[config.mk]
export PLATFORM = sky130hd
export DESIGN_NAME = integer_divide_remainder_unit
export DESIGN_NICKNAME = d
export VERILOG_FILES = /design/src/rtl/idru_pkg.sv /design/src/rtl/integer_divide_remainder_unit.sv /design/src/rtl/idru_core.sv
export SDC_FILE = /design/constraint.sdc
export NUM_CORES = 1
export LEC_CHECK = 0
export ABC_CLOCK_PERIOD_IN_PS = 7800
export BUFFER_PORTS_ARGS = -buffer_cell sky130_fd_sc_hd__buf_2
export CORE_ASPECT_RATIO = 1.5
export CORE_UTILIZATION = 45
export CTS_BUF_LIST = sky130_fd_sc_hd__clkbuf_8 sky130_fd_sc_hd__clkbuf_16
export CTS_CLUSTER_DIAMETER = 150
export DETAILED_ROUTE_END_ITERATION = 10
export SLEW_MARGIN = 0
export SYNTH_ARGS = -nofsm -noshare
export SYNTH_HDL_FRONTEND = slang
export SYNTH_SLANG_ARGS = --single-unit
[constraint.sdc]
create_clock -name clk -period 7.8 [get_ports clk]
set_clock_uncertainty 0.1 [all_clocks]
set_input_delay 0.78 -clock clk [delete_from_list [all_inputs] [get_ports clk]]
set_output_delay 0.78 -clock clk [all_outputs]
set_load 0.1 [all_outputs]
[src/rtl/idru_pkg.sv]
// Shared constants, codes, types and helpers for the integer divide / remainder unit.
package idru_pkg;

	localparam int unsigned MAX_WIDTH_DEF = 64;
	localparam int unsigned PORT_W        = 64;

	// operation codes on the kind field
	localparam logic [1:0] KIND_UQUO = 2'd0;
	localparam logic [1:0] KIND_SQUO = 2'd1;
	localparam logic [1:0] KIND_UREM = 2'd2;
	localparam logic [1:0] KIND_SREM = 2'd3;

	// command from the sequencer to the divider core
	typedef struct packed {
		logic       load;
		logic [1:0] width_sel;
	} core_cmd_t;

	// operand width in bits, saturated at the build width
	function automatic int unsigned width_bits(logic [1:0] sel, int unsigned maxw);
		int unsigned w;
		w = 32'd8 << sel;
		if (w > maxw)
			w = maxw;
		return w;
	endfunction

endpackage

[src/rtl/integer_divide_remainder_unit.sv]
// Top level of the integer divide / remainder unit: sign handling, sequencer, output word.
// An accepted word passes through S_RUN, while idru_core divides it, and then S_FIX, where the
// fixed-up result is loaded into the output word once that register is free. No new word is
// taken before that load; idru_core's shift-subtract loop yields one quotient bit per cycle.
// in_stall is high from acceptance until the fix-up cycle has loaded the output register.
// Reset (arst_n low) clears the sequencer and the output valid; there is no clearing pass.
module integer_divide_remainder_unit #(
	parameter int unsigned MAX_WIDTH = idru_pkg::MAX_WIDTH_DEF
) (
	input  logic                        clk,
	input  logic                        arst_n,
	input  logic                        in_valid,
	output logic                        in_stall,
	input  logic [1:0]                  kind,
	input  logic [1:0]                  width_sel,
	input  logic [idru_pkg::PORT_W-1:0] dividend,
	input  logic [idru_pkg::PORT_W-1:0] divisor,
	output logic                        out_valid,
	input  logic                        out_stall,
	output logic [idru_pkg::PORT_W-1:0] result,
	output logic                        div_by_zero
);

	typedef enum logic [2:0] {
		S_IDLE = 3'b001,
		S_RUN  = 3'b010,
		S_FIX  = 3'b100
	} state_t;

	localparam logic [MAX_WIDTH-1:0] ONES = {MAX_WIDTH{1'b1}};

	state_t state_q;

	// ---- input side: masking, magnitudes, alignment (accept cycle) ----
	logic                 accept;
	logic [MAX_WIDTH-1:0] mask_in, top_in;
	logic [MAX_WIDTH-1:0] a_m, b_m, a_mag, b_mag;
	logic                 is_signed, want_rem, neg_a, neg_b, b_zero;
	int unsigned          w_in;

	assign accept = in_valid && !in_stall;
	assign in_stall = (state_q != S_IDLE);

	always_comb begin
		w_in      = idru_pkg::width_bits(width_sel, MAX_WIDTH);
		mask_in   = ONES >> (MAX_WIDTH - w_in);
		top_in    = mask_in ^ (mask_in >> 1);     // sign bit position at this width
		a_m       = dividend[MAX_WIDTH-1:0] & mask_in;
		b_m       = divisor[MAX_WIDTH-1:0] & mask_in;
		is_signed = (kind == idru_pkg::KIND_SQUO) || (kind == idru_pkg::KIND_SREM);
		want_rem  = (kind == idru_pkg::KIND_UREM) || (kind == idru_pkg::KIND_SREM);
		neg_a     = is_signed && |(a_m & top_in);
		neg_b     = is_signed && |(b_m & top_in);
		a_mag     = neg_a ? ((~a_m + 1'b1) & mask_in) : a_m;
		b_mag     = neg_b ? ((~b_m + 1'b1) & mask_in) : b_m;
		b_zero    = (b_m == '0);
	end

	// per-word control held through the divide
	logic       want_rem_q, signed_q, neg_q, dbz_q;
	logic [1:0] wsel_q;

	always_ff @(posedge clk) begin
		if (accept) begin
			want_rem_q <= want_rem;
			signed_q   <= is_signed;
			// remainder follows the dividend, quotient the xor of both signs
			neg_q      <= want_rem ? neg_a : (neg_a ^ neg_b);
			dbz_q      <= b_zero;
			wsel_q     <= width_sel;
		end
	end

	// ---- divider core ----
	idru_pkg::core_cmd_t  core_cmd;
	logic [MAX_WIDTH-1:0] core_quot, core_rem;
	logic                 core_done;

	assign core_cmd.load      = accept;
	assign core_cmd.width_sel = width_sel;

	idru_core #(
		.MAX_WIDTH (MAX_WIDTH)
	) u_core (
		.clk      (clk),
		.arst_n   (arst_n),
		.cmd      (core_cmd),
		.dvd_init (a_mag << (MAX_WIDTH - w_in)),  // top dividend bit at the MSB
		.dvs_init (b_mag),
		.quot     (core_quot),
		.rem      (core_rem),
		.done     (core_done)
	);

	// ---- fix-up: sign, divide-by-zero, masking ----
	logic [MAX_WIDTH-1:0] mask_q, raw, fixed;
	logic                 out_load;

	always_comb begin
		mask_q = ONES >> (MAX_WIDTH - idru_pkg::width_bits(wsel_q, MAX_WIDTH));
		raw    = want_rem_q ? core_rem : core_quot;
		if (dbz_q && !want_rem_q)
			fixed = signed_q ? mask_q : '0;   // quotient of x/0
		else if (neg_q)
			fixed = (~raw + 1'b1) & mask_q;
		else
			fixed = raw & mask_q;
	end

	// output register frees when empty or taken this cycle
	assign out_load = (state_q == S_FIX) && (!out_valid || !out_stall);

	// ---- sequencer ----
	always_ff @(posedge clk or negedge arst_n) begin
		if (!arst_n) begin
			state_q <= S_IDLE;
		end else begin
			unique case (state_q)
				S_IDLE: begin
					if (accept)
						state_q <= S_RUN;
				end
				S_RUN: begin
					if (core_done)
						state_q <= S_FIX;
				end
				S_FIX: begin
					if (out_load)
						state_q <= S_IDLE;
				end
				default: state_q <= S_IDLE;
			endcase
		end
	end

	// ---- output word ----
	logic                 out_valid_q;
	logic [MAX_WIDTH-1:0] result_q;
	logic                 dbz_out_q;

	always_ff @(posedge clk or negedge arst_n) begin
		if (!arst_n)
			out_valid_q <= 1'b0;
		else if (out_load)
			out_valid_q <= 1'b1;
		else if (!out_stall)
			out_valid_q <= 1'b0;
	end

	always_ff @(posedge clk) begin
		if (out_load) begin
			result_q  <= fixed;
			dbz_out_q <= dbz_q;
		end
	end

	assign out_valid   = out_valid_q;
	assign result      = idru_pkg::PORT_W'(result_q);
	assign div_by_zero = dbz_out_q;

endmodule

[src/rtl/idru_core.sv]
// Radix-2 restoring shift-subtract divider core, one quotient bit per cycle.
module idru_core #(
	parameter int unsigned MAX_WIDTH = idru_pkg::MAX_WIDTH_DEF
) (
	input  logic                   clk,
	input  logic                   arst_n,
	input  idru_pkg::core_cmd_t    cmd,
	input  logic [MAX_WIDTH-1:0]   dvd_init,   // magnitude, left aligned
	input  logic [MAX_WIDTH-1:0]   dvs_init,   // magnitude
	output logic [MAX_WIDTH-1:0]   quot,
	output logic [MAX_WIDTH-1:0]   rem,
	output logic                   done
);

	localparam int unsigned CW = $clog2(MAX_WIDTH + 1);

	logic [MAX_WIDTH-1:0] rem_q;
	logic [MAX_WIDTH-1:0] quo_q;
	logic [MAX_WIDTH-1:0] dvs_q;
	logic [CW-1:0]        cnt_q;
	logic                 run_q;

	logic [MAX_WIDTH:0]   part;
	logic [MAX_WIDTH:0]   diff;
	logic                 ge;

	// shift in next dividend bit, trial subtract
	assign part = {rem_q, quo_q[MAX_WIDTH-1]};
	assign diff = part - {1'b0, dvs_q};
	assign ge   = ~diff[MAX_WIDTH];

	assign done = run_q && (cnt_q == CW'(1));
	assign quot = quo_q;
	assign rem  = rem_q;

	always_ff @(posedge clk or negedge arst_n) begin
		if (!arst_n) begin
			run_q <= 1'b0;
			cnt_q <= '0;
		end else if (cmd.load) begin
			run_q <= 1'b1;
			cnt_q <= CW'(idru_pkg::width_bits(cmd.width_sel, MAX_WIDTH));
		end else if (run_q) begin
			cnt_q <= cnt_q - CW'(1);
			if (cnt_q == CW'(1))
				run_q <= 1'b0;
		end
	end

	always_ff @(posedge clk) begin
		if (cmd.load) begin
			rem_q <= '0;
			quo_q <= dvd_init;
			dvs_q <= dvs_init;
		end else if (run_q) begin
			rem_q <= ge ? diff[MAX_WIDTH-1:0] : part[MAX_WIDTH-1:0];
			quo_q <= {quo_q[MAX_WIDTH-2:0], ge};
		end
	end

endmodule

* Word level (Yosys, flattened, before mapping)
Index checks and enable logic that the tools add are counted.
Widths: inputs -> output; s select.
** Storage, ports and cells
- Input bits :: 136
- Flip-flop bits (word level) :: 275
- Word-level logic and storage cells :: 95
- Output and inout bits :: 67
** Cells by class
- Bitwise gates (word level) :: 14
- Shift operators :: 5
- Add/sub/neg operators :: 7
- Reduce and logical (&&, ||, !) cells :: 18
- Equality and inequality tests :: 12
- Order comparisons :: 2
- Muxes and demuxes :: 23
** Operators by type and width (number)
- $mux 64 :: 9
- $and 64x64->64 :: 8
- $add 64x1->64 const B :: 3
- $not 64->64 :: 3
- $reduce_or 64->1 :: 2
- $shr 64x32->64 const A :: 2
- $sub 65x64->65 :: 1
- $gt 32x7->1 const B :: 2
- $logic_not 64->1 :: 1
- $mux 32 :: 2
- $shl 4x2->32 const A :: 2
- $shl 64x32->64 :: 1
- $sub 7x32->32 const A :: 2
- $xor 64x63->64 :: 1
- $mux 7 :: 2
- $mux 3 :: 3
- $pmux 3 s3 :: 1
- $eq 7x1->1 const B :: 1
- $sub 7x1->7 const B :: 1
- $logic_and 1x1->1 :: 6
- $mux 1 :: 6
- $ne 2x2->1 const B :: 3
- $eq 2x2->1 const B :: 2
- $logic_not 1->1 :: 4
- 11 further kinds :: 13

* Depth between registers and ports, before layout
Gate-level depths: netlist of the first run.
- Word-level depth :: 12
- Gate-level depth with buffers :: 21
- Mapped depth without buffers :: 13

* By module
Synthesis of the first run repeated with hierarchy kept, for this count alone.
** Unflattened totals
- Cell total of the unflattened synthesis :: 2666
- Area, all modules :: 22567.9 sq um
** Modules (own cells, without submodules)
- idru_core :: area each 11970.2 sq um, cells each 1227, times used 1
- integer_divide_remainder_unit :: area each 10597.7 sq um, cells each 1439, times used 1

* Least setup slack after synthesis of the first run
Ideal clock, no wire load.
- Path kind :: input-to-reg
- Start point :: input width_sel[1]
- End point :: register u_core.quo_q[59], in the netlist u_core.quot[59], data pin
- Slack :: 2.390 ns
- Required time :: 7.442 ns
- Stages :: 18
- Library setup time :: 0.258 ns
- Arrival time :: 5.052 ns
- Cells stage by stage :: clkbuf_1 and2_1 clkbuf_1 inv_1 clkbuf_1 clkbuf_1 clkbuf_1 buf_1 ha_1 a21o_1 or4_1 nor4_2 nand3_1 nor3_1 nand2_1 mux2i_1 o221ai_1 o221a_2
** On the way
- Longest elaborated chain between the ends :: 12
- Elaborated cells on any way between the ends :: 16
** RTL lines
- start: declaration :: line integer_divide_remainder_unit.sv:15 : input logic [1:0] width_sel,
- $shl 4x2->32 * :: line idru_pkg.sv:22 : w = 32'd8 << sel;
- $gt 32x7->1 :: line idru_pkg.sv:23 : if (w > maxw)
- $mux 32 *
- $sub 7x32->32 * :: line integer_divide_remainder_unit.sv:46, integer_divide_remainder_unit.sv:88
- $shr 64x32->64 :: line integer_divide_remainder_unit.sv:46 : mask_in = ONES >> (MAX_WIDTH - w_in);
- $and 64x64->64 or $xor 64x63->64 (tied branches) :: line integer_divide_remainder_unit.sv:48, integer_divide_remainder_unit.sv:47
- $not 64->64 or $and 64x64->64 (tied branches) :: line integer_divide_remainder_unit.sv:54, integer_divide_remainder_unit.sv:52
- $add 64x1->64 or $reduce_or 64->1 (tied branches) :: line integer_divide_remainder_unit.sv:54, integer_divide_remainder_unit.sv:52
- $and 64x64->64 or $logic_and 1x1->1 (tied branches) :: line integer_divide_remainder_unit.sv:54, integer_divide_remainder_unit.sv:52
- $mux 64 :: line integer_divide_remainder_unit.sv:54 : a_mag = neg_a ? ((~a_m + 1'b1) & mask_in) : a_m;
- $shl 64x32->64 * :: line integer_divide_remainder_unit.sv:88 : .dvd_init (a_mag << (MAX_WIDTH - w_in)),
- $mux 64 * :: line idru_core.sv:51 : if (cmd.load) begin
- end signal: assignment :: line idru_core.sv:53 : quo_q <= dvd_init;
- end signal: assignment :: line idru_core.sv:57 : quo_q <= {quo_q[MAX_WIDTH-2:0], ge};
- end: declaration :: line idru_core.sv:18 : logic [MAX_WIDTH-1:0] quo_q;
Every way passes the cells marked *; elsewhere a longest branch is shown, timed or not.
A chain may end at the register's enable or synchronous reset.

* Worst setup path in the final report of the first run
- Start point :: register want_rem_q
- End point :: register result_q[58], in the netlist result[58], data pin
** On the way
- Longest elaborated chain between the ends :: 6
- Elaborated cells on any way between the ends :: 9
** RTL lines
- start: declaration :: line integer_divide_remainder_unit.sv:60 : logic want_rem_q, signed_q, neg_q, dbz_q;
- start signal: assignment :: line integer_divide_remainder_unit.sv:65 : want_rem_q <= want_rem;
- $mux 64 :: line integer_divide_remainder_unit.sv:101 : raw = want_rem_q ? core_rem : core_quot;
- $not 64->64 :: line integer_divide_remainder_unit.sv:105 : fixed = (~raw + 1'b1) & mask_q;
- $add 64x1->64 :: line integer_divide_remainder_unit.sv:105
- $and 64x64->64 :: line integer_divide_remainder_unit.sv:105
- $mux 64 :: line integer_divide_remainder_unit.sv:104 : else if (neg_q)
- $mux 64 * :: line integer_divide_remainder_unit.sv:102 : if (dbz_q && !want_rem_q)
- via fixed[58] :: line integer_divide_remainder_unit.sv:96 : logic [MAX_WIDTH-1:0] mask_q, raw, fixed;
- end signal: assignment :: line integer_divide_remainder_unit.sv:152 : result_q <= fixed;
- end: declaration :: line integer_divide_remainder_unit.sv:138 : logic [MAX_WIDTH-1:0] result_q;
Mark *: on every way through the listed nets, which the timed path passes. The rest lies on a longest branch.

==> impl_metrics.toml, run 1 <==
[status]
status = "completed"

[timing]
rsz0062_at_grt = "false"
finalSetupTns_ps = 0
drv_slew = 0
period_share = 0.656
finalSetupViolCount = 0
finalHoldViolCount = 0
slew_headroom = 0.290
worst_pin_slew_ps = 1060
fin_crit_ps = 5120
clock.fmax_mhz = 195

[logic_synthesis]
yosysWarnings = 0
synth_cell_types = 91
synth-edff-count = 199
synth_top_cell_by_area = "edfxtp_1"
synth_area_leaders = "edfxtp_1, o21ai_0, dfxtp_1"
synth_top_flop_cell = "edfxtp_1"
synth_fp_nets = 2752
avgSynthCellArea_um2 = 8.46
ys_seq_elements = 275
async_flop_share = 0.0436
netlist_area_um2 = 21500
ys_seq_area_frac = 0.351
synth_top_area_frac = 0.278
syn-instance-count = 2545

[clock_tree]
cts_setup_buffers = 0
clkLatencyLatePin_ps = 570
cts_max_path_buffers = 3
cts_resized = 0
cts_num_sinks = 275
hold_buffers = 1
cts_tree = "yes"
cts.htree.levels = 1
cts_buffers = 29
clk_pin_slew_ps = 70
clock-root-buffer = "clkbuf_16"

[critical_path]
r2r.worst_path.cells = 12
crit_start = "want_rem_q$_DFFE_PP_"
path_buf_inv = 1
worstPathArrival_ps = 5330
path_depth = 12
crit_fanout = 31
startpoint_type = "flip-flop"
endpoint = "result[58]$_DFFE_PP_"
r2r-end = "result[58]$_DFFE_PP_"
timing.rr.start = "want_rem_q$_DFFE_PP_"
r2r_slack_ps = 2680
path_cells = "buf_4 -> mux2i_2 -> ha_1 -> o2111ai_1 -> nor4_2 -> nand3_1 -> or3b_1 -> or3_1 -> or2_1 -> o21ai_1 -> xnor2_1 -> o21ai_0"
cp.required_ps = 8010
critical-path-max-stage-delay_ps = 930
crit_family = "simple AND/OR/NAND/NOR gates"
cp_slowest_cell = "edfxtp_1"
endpoint_kind = "flip-flop"
criticalPathCategory = "reg -> reg"

[finish]
nNetsFinal = 2857
fillers = 4604
most-common-layout-cells = "o21ai_0, nand2_1, buf_2, edfxtp_1, a21oi_1"
final_area_um2 = 23900
drive_gt1_frac = 0.124
multi_input_area_um2 = 13100
final_common_cell = "o21ai_0"
ff_latch_area_um2 = 7560
syn_to_final_growth_pct = 10.9

[die]
initial_utilization = 0.458
io_pins = 203
row_count = 97
die_area_um2 = 48700
die_x_um = 181
core_um2 = 47000
die_h_um = 270

[route]
wl_per_cell_um = 22.9
drc = 0
drtIter0Drc = 1659
dr.pass1.iters = 6
wirelength_um = 74700
vias = 20000
ant_nets = 0
vias_per_cell = 6.13

[global_route]
grt_max_degree = 92
grt_usage = 0.303
antenna_found_initial = 0
grt.overflow.total = 0
grt_pass1_vias = 19200
grt_pass1_wl_um = 114000

[placed_design]
dpl.hpwl_um = 58900
portBuffers = 202
place_area_um2 = 22900
gp_congestion = 0.979

[pwr]
p_per_area_nw_per_um2 = 140
ir_drop_mv = 0.153
leakage_nw = 9.78

[worst_hold_path]
hp-class = "in -> reg"

[job]
drv_cap = 0
[area by class of cell]
class | instances | share of cell area
Clock buffer | 30 | 0.0310
Inverter | 93 | 0.0147
Antenna cell | 1 | 0.000105
Multi-Input combinational cell | 2025 | 0.547
Tap cell | 594 | 0.0311
Clock inverter | 23 | 0.00964
Timing Repair Buffer | 226 | 0.0500
Sequential cell | 275 | 0.317
[cell usage after synthesis (all sizes together), types with 6 or more instances]
| cell | n |
|---|---|
| a22o | 18 |
| o211ai | 16 |
| and4 | 7 |
| a21boi | 8 |
| nor4 | 30 |
| nand2b | 30 |
| nor3b | 13 |
| o31ai | 41 |
| mux2i | 112 |
| mux2 | 16 |
| o41ai | 16 |
| ha | 70 |
| buf | 32 |
| a22oi | 32 |
| o22ai | 15 |
| edfxtp | 199 |
| nand3 | 37 |
| inv | 93 |
| or2 | 17 |
| nor2b | 34 |
| o21a | 17 |
| and2 | 25 |
| a211oi | 9 |
| nor2 | 191 |
| o21bai | 14 |
| xor2 | 82 |
| a21o | 35 |
| o211a | 7 |
| or4 | 22 |
| and3 | 13 |
| dfxtp | 64 |
| a21oi | 198 |
| nand4 | 35 |
| dfrtp | 11 |
| clkbuf | 120 |
| nand2 | 234 |
| a211o | 6 |
| or3 | 26 |
| o21ai | 288 |
| nor3 | 77 |
| a31oi | 23 |
| xnor2 | 130 |
[kinds of logic (layout without fill, tap and decap cells)]
family | after synthesis | in the layout | synth area share
AND/OR/NAND/NOR | 807 | 807 | 0.185
AO/OA/AOI/OAI | 806 | 806 | 0.231
flip-flops | 275 | 275 | 0.351
buffers and inverters | 245 | 372 | 0.0439
XOR/XNOR | 212 | 212 | 0.0862
multiplexers | 129 | 129 | 0.0618
adder cells (fa/ha/maj) | 71 | 71 | 0.0416
other | 0 | 1 | 0
[power by group]
| part | switching, mW | total [mW] | internal [mW] |
|---|---|---|---|
| registers | 0.0000000000000000280 | 1.56 | 1.56 |
| clock network | 0.616 | 1.44 | 0.820 |
| logic | 0.232 | 0.353 | 0.120 |
[worst min-delay path by stage]
stage	startpoint	to	slack [ps]	cells after the start
finish	out_stall	out_valid$_DFFE_PN0P_	410	3
global route	kind[1]	want_rem_q$_DFFE_PP_	380	1
detailed placement	state_q[0]$_DFFE_PN1P_	state_q[2]$_DFFE_PN0P_	410	1
global placement	state_q[0]$_DFFE_PN1P_	state_q[2]$_DFFE_PN0P_	400	1
CTS	kind[1]	want_rem_q$_DFFE_PP_	370	1
floorplan	u_core.rem[14]$_SDFFE_PP0P_	u_core.rem[14]$_SDFFE_PP0P_	370	2
[per-stage QoR]
step                      setup WS (ps)  power (mW)  std cells   util  hold slack (ps)
final                              2680        3.34       3267  0.508              409
after floorplan                    2390        1.78       2545      -              370
after global placement             2460        1.93       3212  0.487              401
after global routing               2370        3.45       3266  0.508              379
after CTS                          2680        3.36       3266  0.508              366
after detailed placement           2370        1.93       3212  0.487              408
[flip-flops by register name, indices dropped and copies added (netlist names)]
name,count
want_rem_q,1
out_valid,1
u_core.rem,64
u_core.run_q,1
u_core.cnt_q,7
state_q,3
neg_q,1
dbz_q,1
u_core.quot,64
wsel_q,2
result,64
signed_q,1
div_by_zero,1
u_core.dvs_q,64
[worst min-delay path, delay by kind of cell]
kind / cells / cell delay (ps)
AND/OR/NAND/NOR: 2 / 150
buffers and inverters: 1 / 110
[metal layers]
metal	wire (um)	vias up	global-route usage	share of wire
li1	-	9604	-	-
met1	31900	9501	0.401	0.43
met2	34600	783	0.498	0.46
met3	4970	137	0.0333	0.066
met4	3260	0	0.131	0.044
met5	0	-	0	0
No activity file was read; power rests on OpenSTA's default activity.
==> inputs of run 2 (changes only) <==
Settings changed: ABC_AREA set to 1, ABC_CLOCK_PERIOD_IN_PS 7800 to 5170.
Clock period 7.8 ns to 5.17 ns, I/O delays scaled along.
==> impl_metrics.toml, run 2 <==
[status]
status = "completed"

[logic_synthesis]
synth_fp_nets = 4571
synth_top_flop_cell = "edfxtp_1"
avgSynthCellArea_um2 = 6.07
synth_most_common_cell = "nand2_1"
yosysWarnings = 0
ys_seq_elements = 275
netlist_area_um2 = 26500
synth_top_area_frac = 0.229
async_flop_share = 0.0436
synth_common_cells = "nand2_1, inv_1, nor2_1, nand3_1, o21ai_0"
ys_seq_area_frac = 0.285
synth_top_cell_by_area = "nand2_1"
synth_cell_types = 64
synth_area_leaders = "nand2_1, edfxtp_1, inv_1"
syn-instance-count = 4364
synth-edff-count = 199

[die]
io_pins = 203
die_x_um = 200
row_count = 108
initial_utilization = 0.457
die_area_um2 = 59900
die_h_um = 299
core_um2 = 58000

[pwr]
power.clock.fraction = 0.196
pwr-share-comb = 0.482
p_int_mw = 5.50
p_seq_frac = 0.322
p_per_area_nw_per_um2 = 366
leakage_nw = 14.7
switchingPower_mw = 5.07
ir_drop_mv = 0.254
swShare = 0.480

[global_route]
grt.overflow.total = 0
grt_max_degree = 83
antenna_found_initial = 2
grt_pass1_vias = 27400
grt_pass1_wl_um = 164000
grt_usage = 0.360

[critical_path]
cp_slowest_cell = "nand2_4"
endpoint_kind = "flip-flop"
crit_start = "u_core.quot[63]$_DFFE_PP_"
crit_fanout = 63
path_cells = "inv_1 -> ha_1 -> fa_1 -> nand3b_1 -> nand2_1 -> nand2_1 -> nand2_1 -> nand2_1 -> nand2_1 -> nand2_1 -> nand2_1 -> nand2_1 -> nand2_2 -> nand2_1 -> nand2_4 -> o22ai_1"
criticalPathCategory = "reg -> reg"
critical-path-max-stage-delay_ps = 550
cp.required_ps = 5350
r2r.worst_path.cells = 16
startpoint_type = "flip-flop"
crit_top_cell = "nand2_1"
worstPathArrival_ps = 3980
timing.rr.start = "u_core.quot[63]$_DFFE_PP_"

[placed_design]
gp_congestion = 1.03
portBuffers = 202
pre_cts_slack_ps = 1270
dpl.hpwl_um = 91600
dp_cells = 5237

[job]
drv_cap = 0

[worst_hold_path]
hp-class = "in -> reg"
holdCritStartpoint = "in_valid"
whs_path_depth = 2

[clock_tree]
clkLatencyLatePin_ps = 580
cts_setup_buffers = 0
cts_num_sinks = 275
clock-root-buffer = "clkbuf_16"
cts.htree.levels = 1
clk_pin_slew_ps = 70
cts_max_path_buffers = 3
cts_buffers = 27
cts_tree = "yes"

[finish]
final_common_cell = "nand2_1"
final_cells = 5290
drive_gt1_frac = 0.101
ff_latch_area_um2 = 7560
nNetsFinal = 4704
most-common-layout-cells = "nand2_1, inv_1, nor2_1, nand3_1, o21ai_0"
fillers = 6289
multi_input_area_um2 = 15800
syn_to_final_growth_pct = 8.86

[timing]
worst_slack_ps = 1370
worst_pin_slew_ps = 1000
finalSetupViolCount = 0
slew_headroom = 0.331
period_share = 0.735
rsz0062_at_grt = "false"
fin_crit_ps = 3800
finalSetupTns_ps = 0
finalHoldViolCount = 0
clock.fmax_mhz = 263
drv_slew = 0

[route]
ant_nets = 0
drc = 0
vias = 28800
wl_per_cell_um = 20.8
drtIter0Drc = 2546
dr.pass1.iters = 6
wirelength_um = 110000
vias_per_cell = 5.45
==> run 2: final cells by class <==
class,instances,share of cell area
multi-input combinational,3327,0.546
sequential,275,0.262
inverter,635,0.0829
timing repair buffer,231,0.0440
tap,770,0.0334
clock buffer,29,0.0244
clock inverter,21,0.00681
antenna,2,0.000174
==> run 2: logic make-up after synthesis <==
group / share of synthesized area
flip-flops: 0.285
AND/OR/NAND/NOR: 0.424
AO/OA/AOI/OAI: 0.117
XOR/XNOR: 0.0192
buffers and inverters: 0.121
adder cells (fa/ha/maj): 0.0338
==> run 2: power by group through the flow <==
stage	Sequential [mW]	Combinational, mW	Clock (mW)
CTS	3.39	5.03	2.09
global route	3.43	5.54	2.16
floorplan	3.50	3.29	0
detailed placement	3.44	5.01	0
finish	3.41	5.09	2.07
global placement	3.43	5.02	0
==> run 2: timing repair <==
action                                 4_1_cts  5_1_grt
hold buffers                                 1        0
gates resized for setup                      0        0
endpoints found under the hold margin       12        0
==> run 2: final timing paths <==
kind	end	slack [ps]
worst min register to register	u_core.rem[7]$_SDFFE_PP0P_	380
worst max register to register	u_core.quot[0]$_DFFE_PP_	1370
worst max-delay path	u_core.quot[0]$_DFFE_PP_	1370
min in group asynchronous	u_core.cnt_q[3]$_DFFE_PN0P_	240
max in group asynchronous	state_q[0]$_DFFE_PN1P_	4450
worst min-delay path	state_q[0]$_DFFE_PN1P_	40
==> run 2: worst max-delay path, delay by kind of cell, from the launching register on <==
kind	cells	cell delay (ps)
AND/OR/NAND/NOR	12	1900
flip-flops	1	520
adder cells (fa/ha/maj)	2	650
buffers and inverters	1	170
AO/OA/AOI/OAI	1	130
==> run 2: per-stage QoR <==
step	utilization	cell area (um^2)	hold WS, ps	power (mW)
after floorplan	-	26500	121	6.79
after global placement	0.482	27900	310	8.46
after detailed placement	0.482	27900	321	8.45
after CTS	0.497	28800	17.3	10.5
after global routing	0.497	28800	31.1	11.1
final	0.498	28800	36.8	10.6
==> run 2: per-layer routing <==
metal	track usage	wire, um	vias to the layer above
met1	0.420	42300	13100
met5	0	13	-
li1	-	-	14200
met3	0.0320	6660	276
met4	0.223	7560	2
met2	0.638	53700	1223
